`config.mk`:
```
export PLATFORM = sky130hd
export DESIGN_NAME = cbu_queue
export DESIGN_NICKNAME = d
export VERILOG_FILES = /design/src/hw/rtl/cbu_pkg.sv /design/src/hw/rtl/cbu_queue.sv
export SDC_FILE = /design/constraint.sdc
export NUM_CORES = 1
export LEC_CHECK = 0
export ABC_AREA = 1
export BUFFER_PORTS_ARGS = -buffer_cell sky130_fd_sc_hd__buf_2
export CAP_MARGIN = 0
export CORE_ASPECT_RATIO = 2
export CORE_UTILIZATION = 45
export DETAILED_ROUTE_END_ITERATION = 10
export PLACE_DENSITY = 0.77
export SETUP_SLACK_MARGIN = 0.02
export SLEW_MARGIN = 15
export SYNTH_ARGS = -nofsm -noshare
export SYNTH_HDL_FRONTEND = slang
export SYNTH_SLANG_ARGS = --single-unit
```
`constraint.sdc`:
```
create_clock -name clk -period 2.86 [get_ports clk]
set_input_delay 0.572 -clock clk [delete_from_list [all_inputs] [get_ports clk]]
set_output_delay 0.572 -clock clk [all_outputs]
set_load 0.03 [all_outputs]
```
`src/hw/rtl/cbu_pkg.sv`:
```
`timescale 1ns / 1ps
// ----------------------------------------------------------------------------
// Color blend unit package
// Shared widths, register indexes, factor and equation codes, and word types.
// ----------------------------------------------------------------------------
package cbu_pkg;

  localparam int COORD_W = 6;
  localparam int CHAN_W = 8;
  localparam int STREAM_W = 48;

  localparam int STORE_WIDTH_DEF = 64;
  localparam int STORE_HEIGHT_DEF = 64;
  localparam int QUEUE_DEPTH = 4;

  localparam int CFG_ADDR_W = 5;
  localparam int CFG_DATA_W = 32;

  typedef enum logic [2:0] {
    REG_BLEND_ENABLE   = 3'd0,
    REG_SRC_FACTOR     = 3'd1,
    REG_DST_FACTOR     = 3'd2,
    REG_BLEND_EQUATION = 3'd3,
    REG_CONSTANT_COLOR = 3'd4
  } reg_index_t;

  localparam logic [3:0] FACT_ZERO                = 4'd0;
  localparam logic [3:0] FACT_ONE                 = 4'd1;
  localparam logic [3:0] FACT_SRC_COLOR           = 4'd2;
  localparam logic [3:0] FACT_ONE_MINUS_SRC_COLOR = 4'd3;
  localparam logic [3:0] FACT_DST_COLOR           = 4'd4;
  localparam logic [3:0] FACT_ONE_MINUS_DST_COLOR = 4'd5;
  localparam logic [3:0] FACT_SRC_ALPHA           = 4'd6;
  localparam logic [3:0] FACT_ONE_MINUS_SRC_ALPHA = 4'd7;
  localparam logic [3:0] FACT_DST_ALPHA           = 4'd8;
  localparam logic [3:0] FACT_ONE_MINUS_DST_ALPHA = 4'd9;
  localparam logic [3:0] FACT_CONST_COLOR         = 4'd10;
  localparam logic [3:0] FACT_ONE_MINUS_CONST     = 4'd11;
  localparam logic [3:0] FACT_CONST_ALPHA         = 4'd12;
  localparam logic [3:0] FACT_ONE_MINUS_CONST_A   = 4'd13;

  localparam logic [1:0] EQ_ADD     = 2'd0;
  localparam logic [1:0] EQ_SUB     = 2'd1;
  localparam logic [1:0] EQ_REV_SUB = 2'd2;
  localparam logic [1:0] EQ_PASS    = 2'd3;

  // Same layout as a store word: red in the high byte
  typedef struct packed {
    logic [CHAN_W-1:0] red;
    logic [CHAN_W-1:0] green;
    logic [CHAN_W-1:0] blue;
    logic [CHAN_W-1:0] alpha;
  } rgba_t;

  typedef struct packed {
    logic [COORD_W-1:0] x;
    logic [COORD_W-1:0] y;
    rgba_t              color;
    logic               in_store;
  } frag_t;

  typedef struct packed {
    logic        blend_enable;
    logic [3:0]  src_factor;
    logic [3:0]  dst_factor;
    logic [1:0]  blend_equation;
    rgba_t       constant_color;
  } cfg_t;

endpackage

```
`src/hw/rtl/cbu_queue.sv`:
```
`timescale 1ns / 1ps
// ----------------------------------------------------------------------------
// Color blend unit fragment queue
// Short circular buffer that decouples the front end from the blend pipeline.
// ----------------------------------------------------------------------------
module cbu_queue (
  input  logic           clk,
  input  logic           rst,
  input  logic           push,
  input  cbu_pkg::frag_t push_data,
  output logic           full,
  input  logic           pop,
  output logic           valid,
  output cbu_pkg::frag_t head
);

  localparam int PTR_W = (cbu_pkg::QUEUE_DEPTH > 1) ? $clog2(cbu_pkg::QUEUE_DEPTH) : 1;
  localparam int CNT_W = $clog2(cbu_pkg::QUEUE_DEPTH + 1);

  cbu_pkg::frag_t entries [cbu_pkg::QUEUE_DEPTH];
  logic [PTR_W-1:0] wr_ptr;
  logic [PTR_W-1:0] rd_ptr;
  logic [CNT_W-1:0] count;

  assign full = (count == CNT_W'(cbu_pkg::QUEUE_DEPTH));
  assign valid = (count != '0);
  assign head = entries[rd_ptr];

  always_ff @(posedge clk) begin
    if (push) begin
      entries[wr_ptr] <= push_data;
    end
  end

  always_ff @(posedge clk) begin
    if (rst) begin
      wr_ptr <= '0;
      rd_ptr <= '0;
      count <= '0;
    end else begin
      if (push) begin
        wr_ptr <= (wr_ptr == PTR_W'(cbu_pkg::QUEUE_DEPTH - 1)) ? '0 : wr_ptr + 1'b1;
      end
      if (pop) begin
        rd_ptr <= (rd_ptr == PTR_W'(cbu_pkg::QUEUE_DEPTH - 1)) ? '0 : rd_ptr + 1'b1;
      end
      if (push && !pop) begin
        count <= count + 1'b1;
      end else if (pop && !push) begin
        count <= count - 1'b1;
      end
    end
  end

endmodule

```
==> impl_metrics.ini <==
[outcome]
status = completed

[floorplan]
die_h_um = 180
rows = 64
die_w_um = 91.0
start_util_pct = 46.4
die_area_sq_mm = 0.0164
pin_count = 96
coreArea_sq_mm = 0.0154

[grt]
grt_pass1_vias = 4451
grt_pass1_wl_um = 22200
grt-ovfl-total = 0
grt_use_total_pct = 18.1
grt_max_degree = 91
antenna_found_initial = 3

[final_layout]
drive_gt1_share_pct = 23.3
instances_no_fill = 801
layout_common_cells = edfxtp_1 (180), nor2_1 (99), buf_2 (95)
final_common_cell = edfxtp_1
area_delta_synth_final_pct = 17.4
fin_nets = 643

[logic_synthesis]
syn_inst = 495
synth_area_sq_mm = 0.00713
synth_nets = 551
ys_seq_area_share_pct = 78.4
ys_types = 20
syn_area_per_cell_sq_um = 14.4
yosys_warnings = 0
ys_seq_elements = 189

[cts]
cts_setup_buffers = 0
path_clk_slew_ps = 70
cts_buffers = 17
htree_levels = 4
insertion_delay_ps = 420
clk_path_buf_depth = 2
cts_resized = 0
hold_buffers = 0
cts_tree = built
clock_sinks = 189
root_buffer = clkbuf_16

[route]
drt_iter0_markers = 283
firstDrtPassIters = 5
num_vias = 4338
route.detailed.drc = 0
routed_via_density = 5.42
wirelength_um = 14400
ant_nets = 0
wl_per_cell_um = 17.9

[sta]
hold_viol = 0
min_period_ps = 2700
finClkSkew_ps = 7.80
postLayoutSetupSlackWorst_ps = 164
tightest_slew_ps = 684
rsz0062_at_grt = false
max_freq_mhz = 371
setup_violations = 0
timing.slew.headroom_pct = 54.3
slew_viol_final = 0
fin_crit_sh_pct = 94.3
fin_tns_setup_ps = 0

[placed_design]
place_hpwl_um = 8780
io_buffer_count = 95
gp_congestion = 0.731
dp_cells = 766
preCtsSetupSlack_ps = 580

[power_and_ir_drop]
vdd_drop_max_uv = 443
power_density_mw_per_mm2 = 739
fin_total_pwr_w = 0.00618
leakagePower_nw = 2.98

[setup_path]
worstPathMaxFanout = 90
start_kind = register
reg2reg_slack_ps = 1140
critPathCaptureType = primary output
critPathKind = reg2out
crit_arrival_ps = 2120
cp.required_ps = 2290

[flow_run]
max-cap-violations = 0

[min_path]
hold_path_class = in2reg
## critical path, stage by stage, from the launching register on
cell     delay, ps
dfxtp_4        470
inv_6          530
o21ai_1        150
o22ai_1        260
buf_2          260
## report_power, final
| part | internal (W) | switching (W) |
|---|---|---|
| sequential | 0.00316 | 0.0000489 |
| clock | 0.00121 | 0.00101 |
| combinational | 0.000211 | 0.000543 |
## flip-flops by register name, indices dropped and copies added (netlist names), named ones only
register	count
rd_ptr	2
wr_ptr	2
count	3
entries	180
## area by class of cell
type	count	area, sq um
clock inverters	12	104
flip-flops and latches	189	5590
diodes	3	7.51
clock buffers	20	468
inverters	16	66.3
fillers	1266	7010
well taps	198	248
repair buffers	101	583
multi-input cells	262	1300
## per-layer routing
| layer | track usage (%) | up-vias | share of wire, % |
|---|---|---|---|
| met2 | 33.1 | 132 | 56 |
| met4 | 9.97 | 0 | 3.3 |
| li1 | - | 2035 | - |
| met3 | 3.72 | 29 | 4.3 |
| met5 | 0 | - | 0 |
| met1 | 19.1 | 2142 | 36 |
## path summary, 6_finish.rpt
path / cells after the start / endpoint / from
min: 2 / wr_ptr[0] / rst
max: 4 / head[24] / register
min reg2reg: 2 / wr_ptr[1] / wr_ptr[1]
max reg2reg: 5 / entries[0][43] / wr_ptr[0]
## metrics by stage
| stage | util [%] | area [sq um] | hold slack, ps |
|---|---|---|---|
| 2_1_floorplan | - | 7130 | 490 |
| 3_3_place_gp | 50.6 | 7780 | 501 |
| 3_5_place_dp | 50.6 | 7780 | 530 |
| 4_1_cts | 54.4 | 8360 | 347 |
| 5_1_grt | 54.4 | 8360 | 352 |
| 6_report | 54.4 | 8360 | 362 |
## cells by family after synthesis
kind of cell	share of synthesized area, %
simple gates	6.06
xor+xnor	0.123
compound gates	10.7
buf+inv	3.42
flops	78.4
fa+ha+maj	1.33
## cell usage after synthesis
library cell,instances,area [sq um]
nand3_1,1,5.00
a21oi_1,3,15.0
o21ai_0,7,35.0
nor2_1,99,372
o21ai_1,86,430
o22ai_1,45,282
inv_1,14,52.6
fa_1,1,20.0
nand2_1,9,33.8
dfxtp_1,9,180
buf_4,10,75.1
xor2_1,1,8.76
buf_2,16,80.1
edfxtp_1,180,5410
ha_1,6,75.1
nand4_1,1,6.26
clkinv_2,1,5.00
buf_6,2,22.5
nor3_1,3,15.0
inv_6,1,8.76
Note: power is estimated with default switching activity, not from simulation.
